## src/rtl/core/rgmi_pkg.sv

```systemverilog
// rgmi_pkg: shared types and codes of the rectilinear grid interpolator
// holds result codes, action codes, register indexes, controller states and the
// command and status structs between controller and datapath; no dependencies
package rgmi_pkg;

	// result status codes
	typedef enum logic [1:0] {
		RES_OK         = 2'd0,
		RES_OUTSIDE    = 2'd1,
		RES_ZERO_WIDTH = 2'd2
	} res_t;

	// input word action codes
	localparam logic [1:0] ACT_LOAD_COORD = 2'd0;
	localparam logic [1:0] ACT_LOAD_NODE  = 2'd1;
	localparam logic [1:0] ACT_QUERY      = 2'd2;

	// configuration register indexes
	localparam logic [1:0] CFG_NUM_DIMS  = 2'd0;
	localparam logic [1:0] CFG_LEN_AXIS0 = 2'd1;
	localparam logic [1:0] CFG_LEN_AXIS1 = 2'd2;
	localparam logic [1:0] CFG_LEN_AXIS2 = 2'd3;

	// fixed sizes
	localparam int USE_DIMS   = 3;
	localparam int NODE_DEPTH = 4096;
	localparam int NODE_AW    = 12;
	localparam int DIV_BITS   = 18;
	localparam logic [16:0] T_ONE = 17'd65536;

	// controller states
	typedef enum logic [4:0] {
		ST_IDLE,
		ST_AX_INIT,
		ST_AX_LO,
		ST_AX_HI,
		ST_MID_RD,
		ST_MID_CMP,
		ST_AX_NEXT,
		ST_ZW_CHK,
		ST_DIV_INIT,
		ST_DIV_STEP,
		ST_DIV_END,
		ST_STRIDE,
		ST_FETCH_ADR,
		ST_FETCH_RD,
		ST_PUSH,
		ST_LERP_MUL,
		ST_LERP_ADD,
		ST_DONE
	} state_t;

	// datapath operations
	typedef enum logic [4:0] {
		OP_NOP,
		OP_ACCEPT,
		OP_AX_INIT,
		OP_AX_LO,
		OP_AX_HI,
		OP_MID_RD,
		OP_MID_CMP,
		OP_AX_NEXT,
		OP_DIV_INIT,
		OP_DIV_STEP,
		OP_DIV_END,
		OP_STRIDE,
		OP_FETCH_ADR,
		OP_FETCH_RD,
		OP_PUSH,
		OP_LERP_MUL,
		OP_LERP_ADD,
		OP_PUBLISH
	} dp_op_t;

	typedef struct packed {
		dp_op_t op;
		res_t   res;
	} dp_cmd_t;

	typedef struct packed {
		logic outside;
		logic adjacent;
		logic ax_last;
		logic zero_width;
		logic div_last;
		logic corner_last;
		logic queue_done;
	} dp_stat_t;

endpackage

```

## src/rtl/core/rgmi_ctrl.sv

```systemverilog
// rgmi_ctrl: sequencer of the grid interpolator
// steps search, division, corner fetch and lerp, owns the result valid flag
// depends on rgmi_pkg
module rgmi_ctrl (
	input  logic               clk,
	input  logic               arst_n,
	input  logic               in_valid,
	input  logic [1:0]         action,
	output logic               in_ready,
	input  logic               out_ready,
	output logic               out_valid,
	input  rgmi_pkg::dp_stat_t stat,
	output rgmi_pkg::dp_cmd_t  cmd
);

	rgmi_pkg::state_t state_q, state_d;
	rgmi_pkg::res_t   res_q, res_d;
	logic             out_valid_q;
	logic             publish;

	// next state
	always_comb begin
		state_d = state_q;
		res_d   = res_q;
		case (state_q)
			rgmi_pkg::ST_IDLE:
				if (in_valid && (action == rgmi_pkg::ACT_QUERY))
					state_d = rgmi_pkg::ST_AX_INIT;
			rgmi_pkg::ST_AX_INIT: state_d = rgmi_pkg::ST_AX_LO;
			rgmi_pkg::ST_AX_LO:   state_d = rgmi_pkg::ST_AX_HI;
			rgmi_pkg::ST_AX_HI: begin
				if (stat.outside) begin
					state_d = rgmi_pkg::ST_DONE;
					res_d   = rgmi_pkg::RES_OUTSIDE;
				end else begin
					state_d = rgmi_pkg::ST_MID_RD;
				end
			end
			rgmi_pkg::ST_MID_RD:
				state_d = stat.adjacent ? rgmi_pkg::ST_AX_NEXT : rgmi_pkg::ST_MID_CMP;
			rgmi_pkg::ST_MID_CMP: state_d = rgmi_pkg::ST_MID_RD;
			rgmi_pkg::ST_AX_NEXT:
				state_d = stat.ax_last ? rgmi_pkg::ST_ZW_CHK : rgmi_pkg::ST_AX_INIT;
			rgmi_pkg::ST_ZW_CHK: begin
				if (stat.zero_width) begin
					state_d = rgmi_pkg::ST_DONE;
					res_d   = rgmi_pkg::RES_ZERO_WIDTH;
				end else begin
					state_d = rgmi_pkg::ST_DIV_INIT;
				end
			end
			rgmi_pkg::ST_DIV_INIT: state_d = rgmi_pkg::ST_DIV_STEP;
			rgmi_pkg::ST_DIV_STEP:
				if (stat.div_last)
					state_d = rgmi_pkg::ST_DIV_END;
			rgmi_pkg::ST_DIV_END:
				state_d = stat.ax_last ? rgmi_pkg::ST_STRIDE : rgmi_pkg::ST_DIV_INIT;
			rgmi_pkg::ST_STRIDE:    state_d = rgmi_pkg::ST_FETCH_ADR;
			rgmi_pkg::ST_FETCH_ADR: state_d = rgmi_pkg::ST_FETCH_RD;
			rgmi_pkg::ST_FETCH_RD:  state_d = rgmi_pkg::ST_PUSH;
			rgmi_pkg::ST_PUSH:
				state_d = stat.corner_last ? rgmi_pkg::ST_LERP_MUL : rgmi_pkg::ST_FETCH_ADR;
			rgmi_pkg::ST_LERP_MUL: begin
				if (stat.queue_done) begin
					state_d = rgmi_pkg::ST_DONE;
					res_d   = rgmi_pkg::RES_OK;
				end else begin
					state_d = rgmi_pkg::ST_LERP_ADD;
				end
			end
			rgmi_pkg::ST_LERP_ADD: state_d = rgmi_pkg::ST_LERP_MUL;
			rgmi_pkg::ST_DONE:
				if (!out_valid_q || out_ready)
					state_d = rgmi_pkg::ST_IDLE;
			default: state_d = rgmi_pkg::ST_IDLE;
		endcase
	end

	// command outputs
	always_comb begin
		cmd.op   = rgmi_pkg::OP_NOP;
		cmd.res  = res_q;
		in_ready = 1'b0;
		publish  = 1'b0;
		case (state_q)
			rgmi_pkg::ST_IDLE: begin
				in_ready = 1'b1;
				if (in_valid)
					cmd.op = rgmi_pkg::OP_ACCEPT;
			end
			rgmi_pkg::ST_AX_INIT: cmd.op = rgmi_pkg::OP_AX_INIT;
			rgmi_pkg::ST_AX_LO:   cmd.op = rgmi_pkg::OP_AX_LO;
			rgmi_pkg::ST_AX_HI:   cmd.op = rgmi_pkg::OP_AX_HI;
			rgmi_pkg::ST_MID_RD:
				if (!stat.adjacent)
					cmd.op = rgmi_pkg::OP_MID_RD;
			rgmi_pkg::ST_MID_CMP:   cmd.op = rgmi_pkg::OP_MID_CMP;
			rgmi_pkg::ST_AX_NEXT:   cmd.op = rgmi_pkg::OP_AX_NEXT;
			rgmi_pkg::ST_DIV_INIT:  cmd.op = rgmi_pkg::OP_DIV_INIT;
			rgmi_pkg::ST_DIV_STEP:  cmd.op = rgmi_pkg::OP_DIV_STEP;
			rgmi_pkg::ST_DIV_END:   cmd.op = rgmi_pkg::OP_DIV_END;
			rgmi_pkg::ST_STRIDE:    cmd.op = rgmi_pkg::OP_STRIDE;
			rgmi_pkg::ST_FETCH_ADR: cmd.op = rgmi_pkg::OP_FETCH_ADR;
			rgmi_pkg::ST_FETCH_RD:  cmd.op = rgmi_pkg::OP_FETCH_RD;
			rgmi_pkg::ST_PUSH:      cmd.op = rgmi_pkg::OP_PUSH;
			rgmi_pkg::ST_LERP_MUL:
				if (!stat.queue_done)
					cmd.op = rgmi_pkg::OP_LERP_MUL;
			rgmi_pkg::ST_LERP_ADD: cmd.op = rgmi_pkg::OP_LERP_ADD;
			rgmi_pkg::ST_DONE: begin
				if (!out_valid_q || out_ready) begin
					cmd.op  = rgmi_pkg::OP_PUBLISH;
					publish = 1'b1;
				end
			end
			default: ;
		endcase
	end

	// state and result valid registers
	always_ff @(posedge clk or negedge arst_n) begin
		if (!arst_n) begin
			state_q     <= rgmi_pkg::ST_IDLE;
			res_q       <= rgmi_pkg::RES_OK;
			out_valid_q <= 1'b0;
		end else begin
			state_q <= state_d;
			res_q   <= res_d;
			if (publish)
				out_valid_q <= 1'b1;
			else if (out_ready)
				out_valid_q <= 1'b0;
		end
	end

	assign out_valid = out_valid_q;

endmodule

```

## config.mk

```make
export PLATFORM = sky130hd
export DESIGN_NAME = rgmi_ctrl
export DESIGN_NICKNAME = d
export VERILOG_FILES = /design/src/rtl/core/rgmi_pkg.sv /design/src/rtl/core/rgmi_ctrl.sv
export SDC_FILE = /design/constraint.sdc
export NUM_CORES = 1
export LEC_CHECK = 0
export ABC_AREA = 1
export BUFFER_PORTS_ARGS = -buffer_cell sky130_fd_sc_hd__buf_2
export CORE_MARGIN = 4
export CORE_UTILIZATION = 53
export DETAILED_ROUTE_END_ITERATION = 10
export GPL_TIMING_DRIVEN = 0
export PLACE_DENSITY = 0.93
export SKIP_CTS_REPAIR_TIMING = 1
export SYNTH_ARGS = -nofsm -noshare
export SYNTH_HDL_FRONTEND = slang
export SYNTH_SLANG_ARGS = --single-unit
export TNS_END_PERCENT = 30
```

## constraint.sdc

```tcl
create_clock -name clk -period 2.6 [get_ports clk]
set_input_delay 0 -clock clk [delete_from_list [all_inputs] [get_ports clk]]
set_output_delay 0 -clock clk [all_outputs]
set_load 0.02 [all_outputs]
```

==> run_results.csv, run 1 <==
group,metric,value,unit
outcome,outcome,"completed",
timing,fin_skew,0.00462,ns
timing,worst_slew_pin_slew,0.306,ns
global_routing,grt_overflow,0,
cts,root_buffer,"clkbuf_4",
timing,slew_headroom,0.794,
route,wl_met3,226,µm
global_routing,grt_pass1_wl,3280,µm
cells_and_area,drive_gt1_frac,0.254,
setup_path,cp.required,2.60,ns
setup_path,worstPathMaxFanout,10,
route,ant_nets,0,
global_routing,first_global_vias,789,
setup_path,cp-start-kind,"register",
power_and_ir_drop,irDropWorstVdd,570,µV
synthesis,synthMuxAreaShare,0,
route,top_layer_used,"met4",
synthesis,yosys.area_share.simple,0.569,
synthesis,syn_nets,130,
synthesis,async_flop_share,1.00,
synthesis,avgSynthCellArea,6.05,µm²
synthesis,synth_compound_area_frac,0.0636,
synthesis,synth_top_family_by_area,"simple AND/OR/NAND/NOR gates",
timing,setup_viol,0,
timing,tns,0,ns
route,drc,0,
placed_design,dp_cells,152,
placed_design,pre_cts_ws,1.18,ns
setup_path,arrival,1.71,ns
floorplanning,std_cell_rows,12,
cells_and_area,diodes,0,
synthesis,ys_types,21,
timing,finalWorstSetupSlack,0.887,ns
floorplanning,design.die.area,1990,µm²
timing,period_needed,1.71,ns
setup_path,criticalPathCategory,"reg -> out",
timing,rsz0062_at_grt,"no",
power_and_ir_drop,p_total,0.848,mW
cts,numCtsBuffers,3,
synthesis,synth-edff-count,0,
route,vias,875,
cts,clk_latency,0.26,ns
synthesis,synth_flop_cell,"dfrtp_1",
cells_and_area,fillCellCount,100,
placed_design,gp_congestion,0.930,
synthesis,synthCells,117,
global_routing,grt_usage,0.224,
global_routing,antenna_found_initial,0,
floorplanning,coreArea,1190,µm²
power_and_ir_drop,leakagePower,0.521,nW
cells_and_area,syn2layout_area_growth,21.9,%
cells_and_area,instances_no_fill,156,
floorplanning,ios,22,
synthesis,synth-seq-cells,8,
synthesis,yosys_warnings,0,
setup_path,rr_worst_depth,8,
cts,cts_max_path_buffers,2,
floorplanning,die_w,44.6,µm
timing,fmax,0.584,GHz
route,drt_iter0_markers,39,
cells_and_area,finalNetCount,157,
synthesis,synth-xor-area-share,0,
synthesis,ys_seq_area_frac,0.283,
cts,clock_sinks,8,
floorplanning,die_h,44.6,µm
timing,hold_viol,0,
route,routed_wl,1970,µm
route,routedWlPerCell,12.6,µm
floorplanning,start_util,0.597,
cts,tritoncts,"yes",
synthesis,synth.cell_area,708,µm²
power_and_ir_drop,power.density,982,nW/µm²
placed_design,dp_hpwl,1580,µm
job,maxCapViolCount,0,
route,dr.pass1.iters,4,
setup_path,end_kind,"output port",
synthesis,synthAdderAreaFrac,0,
route,avgViaCountPerCell,5.61,
cts,htreeDepth,1,
cts,clkTransAtPathRegs,0.06,ns
timing,fin_crit_sh,0.659,
global_routing,grt_max_degree,11,
timing,drv_slew,0,
route,dr_wl_met2,963,µm
placed_design,numPortBuffers,21,
worst_hold_path,whs_path_depth,4,
worst_hold_path,min_path_type,"in -> reg",
route,wl_met1,747,µm
-- stage by stage --
step / hold WS [ns] / area [µm²] / utilization
after global routing: 0.0369 / 863 / 0.728
after CTS: -0.423 / 853 / 0.719
final: 0.0139 / 863 / 0.728
after floorplan: -0.296 / 708 / -
after global placement: -0.150 / 831 / 0.700
after detailed placement: -0.146 / 831 / 0.700
-- synthesized netlist by cell type (2+ instances only) --
cell | n | area (µm²)
nand2_1 | 35 | 131
o21ai_0 | 4 | 20.0
dfrtp_1 | 8 | 200
inv_2 | 4 | 15.0
nor2_2 | 3 | 18.8
inv_1 | 12 | 45.0
nor2_1 | 16 | 60.1
nand2_2 | 2 | 12.5
nand4_1 | 5 | 31.3
nor3_1 | 3 | 15.0
nand3_1 | 15 | 75.1
-- report_power, final --
part	internal [mW]	switching (mW)	total, mW
registers	0.165	0.0457	0.211
logic	0.180	0.360	0.541
clock network	0.0529	0.0434	0.0963
-- critical path: stages (launching register included) --
cell	delay, ns
dfrtp_1	0.41
inv_2	0.17
nand3_2	0.15
inv_1	0.12
nand3_1	0.14
and2_1	0.21
nand4_1	0.09
buf_2	0.17
-- kinds of logic after synthesis --
logic type	Yosys count
buf+inv	16
flops	8
simple gates	86
compound gates	7
-- cells in the final DEF (no fill, tap or decap), types with 2 or more instances in the layout --
master     n
buf_2     21
clkbuf_4   3
dfrtp_1    8
inv_1     12
inv_2      4
nand2_1   35
nand2_2    2
nand3_1   15
nand4_1    5
nor2_1    16
nor2_2     3
nor3_1     3
o21ai_0    4
-- flip-flops by register name, indices dropped and copies added, names as in the netlist --
register,count
state_q,5
res_q,2
out_valid,1
-- metal layers --
layer  vias up  track usage
met1       383        0.287
li1        433            -
met5         -            0
met2        54        0.352
met4         0        0.108
met3         5       0.0447
-- area by class of cell --
type	instances	area, µm²	area share
Timing Repair Buffer	22	115	0.133
Inverter	16	60.1	0.0696
Sequential cell	8	200	0.232
Clock buffer	3	22.5	0.0261
Tap cell	14	17.5	0.0203
Multi-Input combinational cell	93	448	0.519
-- path summary, 6_finish.rpt --
check / from / to / slack [ns]
max: state_q[4]$_DFFE_PN0P_ / cmd[4] / 0.89
min: out_ready / out_valid$_DFFE_PN0P_ / 0.01
max reg2reg: state_q[2]$_DFFE_PN0P_ / res_q[0]$_DFFE_PN0P_ / 1.14
min reg2reg: res_q[1]$_DFFE_PN0P_ / res_q[1]$_DFFE_PN0P_ / 0.47
max in group asynchronous: arst_n / state_q[2]$_DFFE_PN0P_ / 2.30
min in group asynchronous: arst_n / out_valid$_DFFE_PN0P_ / 0.12
No activity file was read; power rests on OpenSTA's default activity.
==> run 2: changes to the inputs <==
- CORE_ASPECT_RATIO: unset -> 1.1
- CORE_UTILIZATION: 53 -> 49
- PLACE_DENSITY: 0.93 -> 0.88
- clock period: 2.6 -> 1.6 ns (I/O delays scaled with it)
==> run_results.csv, run 2 (same netlist as run 1, synthesis figures left out) <==
group,metric,value,unit
outcome,outcome,"completed",
cells_and_area,final_common_cell,"nand2_1",
timing,drv_slew,0,
timing,worst_slew_pin_slew,0.242,ns
setup_path,criticalPathCategory,"reg -> out",
power_and_ir_drop,irDropWorstVdd,929,µV
cts,clkTransAtPathRegs,0.05,ns
job,maxCapViolCount,0,
power_and_ir_drop,leakagePower,0.540,nW
global_routing,grt_pass1_wl,2950,µm
timing,slew_headroom,0.837,
global_routing,first_global_vias,747,
setup_path,max_stage_delay,0.43,ns
cells_and_area,finalNetCount,163,
cts,clk_latency,0.26,ns
global_routing,grt_usage,0.190,
cells_and_area,largest_register,"state_q",
placed_design,gp_congestion,0.911,
cells_and_area,layout_common_cells,"nand2_1 (33), buf_2 (20), nand3_1 (13)",
setup_path,crit_chain,"inv_1 > nor2_2 > nand4_1 > nand2_2 > nor3_2 > nand4_1 > buf_2",
cts,clock_sinks,8,
timing,hold_viol,0,
placed_design,dpl_cell_area,833,µm²
setup_path,cp.required,1.60,ns
setup_path,ff2ff_setup_slack,0.16,ns
route,drc,0,
cts,htreeDepth,1,
cells_and_area,instances_no_fill,164,
setup_path,rr_worst_depth,9,
route,routedWlPerCell,13.5,µm
cts,cts_max_path_buffers,2,
cells_and_area,fin_area,978,µm²
timing,period_needed,1.56,ns
worst_hold_path,min_to,"out_valid$_DFFE_PN0P_",
worst_hold_path,min_path_type,"in -> reg",
setup_path,crit_path_top_delay_cell,"dfrtp_2",
placed_design,numPortBuffers,21,
setup_path,worstPathMaxFanout,5,
global_routing,grt_overflow,0,
setup_path,end_kind,"output port",
setup_path,path_common_cell,"nand4_1",
route,avgViaCountPerCell,5.54,
floorplanning,die_w,44.2,µm
cells_and_area,diodes,0,
floorplanning,start_util,0.518,
floorplanning,design.die.area,2120,µm²
timing,fin_crit_sh,0.978,
route,drt_iter0_markers,27,
global_routing,antenna_found_initial,0,
worst_hold_path,whs_path_depth,4,
power_and_ir_drop,power.density,1580,nW/µm²
route,ant_nets,0,
cts,tritoncts,"yes",
floorplanning,coreArea,1370,µm²
setup_path,cp-start-kind,"register",
timing,fin_skew,0.00579,ns
floorplanning,std_cell_rows,14,
timing,holdWs,0.0118,ns
route,vias,908,
worst_hold_path,min-delay-start,"out_ready",
global_routing,grt_max_degree,11,
cts,root_buffer,"clkbuf_4",
floorplanning,die_h,47.9,µm
route,routed_wl,2220,µm
setup_path,timing.rr.end,"state_q[0]$_DFFE_PN0P_",
setup_path,arrival,1.56,ns
cts,numCtsBuffers,3,
placed_design,dp_hpwl,1510,µm
floorplanning,ios,22,
timing,fmax,0.639,GHz
cells_and_area,syn2layout_area_growth,38.2,%
placed_design,dp_cells,154,
timing,setup_viol,0,
setup_path,timing.rr.start,"state_q[1]$_DFFE_PN0P_",
cells_and_area,largest_register_ffs,5,
cells_and_area,drive_gt1_frac,0.399,
route,dr.pass1.iters,4,
## run 2: changes by cell type in the layout (fill, tap and decap cells not counted), moves of 3 or more
| cell | previous run | this run |
|---|---|---|
| nor2_1 | 16 | 12 |
| dfrtp_1 | 8 | 3 |
| nor2_4 | 1 | 4 |
| dfrtp_2 | 0 | 5 |
| buf_4 | 0 | 6 |
## run 2: area by class of cell
class	instances	area (µm²)
Multi-Input combinational cell	93	504
Fill cell	97	388
Sequential cell	8	206
Timing Repair Buffer	27	155
Inverter	16	62.6
Clock buffer	3	22.5
Tap cell	16	20.0
Timing Repair inverter	1	7.51
## run 2: power by group
group,switching [mW],internal (mW),total [mW]
clock network,0.0680,0.0858,0.154
logic,0.646,0.362,1.01
registers,0.110,0.276,0.386
## run 2: worst max-delay path, delay by kind of cell (launching register included)
kind / cells / cell delay [ns]
DFF: 1 / 0.43
buffers and inverters: 2 / 0.26
and+or+nand+nor: 5 / 0.62
## run 2: through the flow
stage                util  worst slack, ns  TNS [ns]  total power, mW
floorplan               -            0.221         0            0.974
global placement    0.610            0.204         0             1.19
detailed placement  0.610            0.195         0             1.20
CTS                 0.626          -0.0702    -0.180             1.37
global route        0.716          -0.0484   -0.0484             1.67
finish              0.716           0.0352         0             1.55
## run 2: metal layers
| layer | track usage | routed length (µm) | vias to the layer above |
|---|---|---|---|
| li1 | - | - | 446 |
| met1 | 0.242 | 894 | 389 |
| met2 | 0.311 | 1030 | 60 |
| met3 | 0.0301 | 211 | 13 |
| met4 | 0.102 | 82 | 0 |
| met5 | 0 | 0 | - |
## run 2: how the worst max path moves through the flow
stage	start	end	slack, ns	depth (start not counted)
2_1_floorplan	state_q[0]$_DFFE_PN0P_	cmd[2]	0.22	5
6_report	state_q[2]$_DFFE_PN0P_	cmd[2]	0.04	7
4_1_cts	state_q[4]$_DFFE_PN0P_	cmd[4]	-0.07	7
5_1_grt	state_q[2]$_DFFE_PN0P_	cmd[2]	-0.05	7
3_3_place_gp	state_q[2]$_DFFE_PN0P_	res_q[1]$_DFFE_PN0P_	0.20	8
3_5_place_dp	state_q[2]$_DFFE_PN0P_	res_q[1]$_DFFE_PN0P_	0.19	8
==> run 3: changes to the inputs <==
- CELL_PAD_IN_SITES_DETAIL_PLACEMENT: unset -> 1
- CELL_PAD_IN_SITES_GLOBAL_PLACEMENT: unset -> 1
- CORE_UTILIZATION: 49 -> 33
==> run_results.csv, run 3 (same netlist as run 1, synthesis figures left out) <==
group,metric,value,unit
power_and_ir_drop,p_total,1.60,mW
route,avgViaCountPerCell,5.38,
setup_path,cp.required,1.60,ns
cts,clock_sinks,8,
cts,tritoncts,"yes",
power_and_ir_drop,irDropWorstVdd,674,µV
setup_path,worstPathMaxFanout,5,
floorplanning,design.die.area,2950,µm²
cts,cts_max_path_buffers,2,
power_and_ir_drop,p_int,0.721,mW
global_routing,grt_overflow,0,
cells_and_area,layout_common_cells,"nand2_1 (33), buf_2 (20), nor2_1 (13), nand3_1 (13), inv_1 (9)",
setup_path,cpLargestDelayFamily,"simple AND/OR/NAND/NOR gates",
floorplanning,start_util,0.350,
floorplanning,std_cell_rows,17,
cells_and_area,seq_area,206,µm²
cells_and_area,largest_register_ffs,5,
timing,period_needed,1.57,ns
global_routing,grt_usage,0.184,
cells_and_area,final_common_cell,"nand2_1",
route,vias,941,
timing,fin_skew,0.00620,ns
placed_design,dp_cells,166,
power_and_ir_drop,switching_share,0.548,
placed_design,dp_hpwl,2080,µm
cells_and_area,fin_util,0.489,
global_routing,grt_pass1_wl,3990,µm
placed_design,dpl_cell_area,848,µm²
cts,numCtsBuffers,3,
route,routedWlPerCell,16.1,µm
placed_design,gp_congestion,0.923,
timing,worst_slew_pin_slew,0.248,ns
timing,drv_slew,0,
cells_and_area,fillCellCount,275,
cells_and_area,diodes,0,
cells_and_area,drive_gt1_frac,0.401,
outcome,outcome,"completed",
floorplanning,coreArea,2020,µm²
cts,clkTransAtPathRegs,0.06,ns
timing,hold_viol,0,
timing,fmax,0.638,GHz
setup_path,crit_chain,"clkinv_4 > nand3_4 > inv_2 > nand2_1 > nand2_1 > nor3_2 > nand4_1 > buf_2",
power_and_ir_drop,leakagePower,0.541,nW
placed_design,pre_cts_ws,0.0787,ns
worst_hold_path,min_path_type,"in -> reg",
global_routing,antenna_found_initial,0,
global_routing,first_global_vias,935,
setup_path,crit_path_top_delay_cell,"dfrtp_2",
route,drc,0,
route,drt_iter0_markers,23,
power_and_ir_drop,p_comb_frac,0.650,
route,routed_wl,2820,µm
placed_design,numPortBuffers,21,
setup_path,cp.buffers_inverters,3,
global_routing,grt_max_degree,11,
cells_and_area,fin_area,988,µm²
timing,fin_crit_sh,0.979,
floorplanning,die_h,56.6,µm
timing,slew_headroom,0.833,
job,maxCapViolCount,0,
power_and_ir_drop,power.share.sequential,0.245,
setup_path,arrival,1.57,ns
cells_and_area,instances_no_fill,175,
timing,rsz0062_at_grt,"yes",
power_and_ir_drop,clkPwrFrac,0.104,
timing,finalWorstSetupSlack,0.0336,ns
power_and_ir_drop,switchingPower,0.876,mW
timing,setup_viol,0,
floorplanning,ios,22,
setup_path,criticalPathCategory,"reg -> out",
floorplanning,die_w,52.2,µm
setup_path,end_kind,"output port",
cells_and_area,largest_register,"state_q",
cells_and_area,syn2layout_area_growth,39.6,%
cts,root_buffer,"clkbuf_4",
setup_path,cp-start-kind,"register",
cells_and_area,finalNetCount,162,
cts,clk_latency,0.27,ns
cells_and_area,multi_input_area,507,µm²
power_and_ir_drop,power.density,1620,nW/µm²
setup_path,path_common_cell,"nand2_1",
cts,htreeDepth,1,
setup_path,max_stage_delay,0.42,ns
route,dr.pass1.iters,4,
route,ant_nets,0,
[run 3: worst reg2reg max path, delay by kind of cell (launching register included)]
kind / cells / cell delay [ns]
buf+inv: 1 / 0.11
flops: 1 / 0.47
simple gates: 8 / 0.79
[run 3: metrics by stage]
step / TNS (ns) / hold slack [ns]
2_1_floorplan: 0 / -0.296
3_3_place_gp: 0 / -0.145
3_5_place_dp: 0 / -0.139
4_1_cts: -0.649 / -0.421
5_1_grt: -0.0727 / 0.0349
6_report: 0 / 0.00525
[run 3: metal layers]
metal,wire length (µm),GRT usage,vias to the layer above
li1,-,-,440
met1,1140,0.221,461
met2,1520,0.302,31
met3,77,0.0265,9
met4,84,0.109,0
met5,0,0,-
[run 3: worst paths after layout]
check                                  startpoint  slack [ns]  cells after the start                      to
setup / recovery           state_q[4]$_DFFE_PN0P_        0.03                      8                  cmd[2]
setup reg to reg           state_q[1]$_DFFE_PN0P_        0.12                      9  state_q[0]$_DFFE_PN0P_
min in group asynchronous                  arst_n        0.12                      2  state_q[0]$_DFFE_PN0P_
max in group asynchronous                  arst_n        1.28                      2  state_q[2]$_DFFE_PN0P_
hold / removal                          out_ready       0.005                      4   out_valid$_DFFE_PN0P_
hold reg to reg              res_q[0]$_DFFE_PN0P_        0.47                      2    res_q[0]$_DFFE_PN0P_
[run 3: power by group through the flow]
stage / Clock [mW] / Sequential (mW) / Combinational [mW]
after floorplan: 0 / 0.363 / 0.610
final: 0.167 / 0.392 / 1.04
after global placement: 0 / 0.339 / 0.874
after CTS: 0.166 / 0.344 / 0.897
after global routing: 0.183 / 0.405 / 1.13
after detailed placement: 0 / 0.348 / 0.893
[run 3: cell type report]
| class | instances | area share |
|---|---|---|
| multi-input combinational | 93 | 0.513 |
| timing repair inverter | 1 | 0.00506 |
| tap | 28 | 0.0354 |
| clock buffer | 3 | 0.0228 |
| sequential | 8 | 0.209 |
| timing repair buffer | 26 | 0.149 |
| inverter | 16 | 0.0658 |
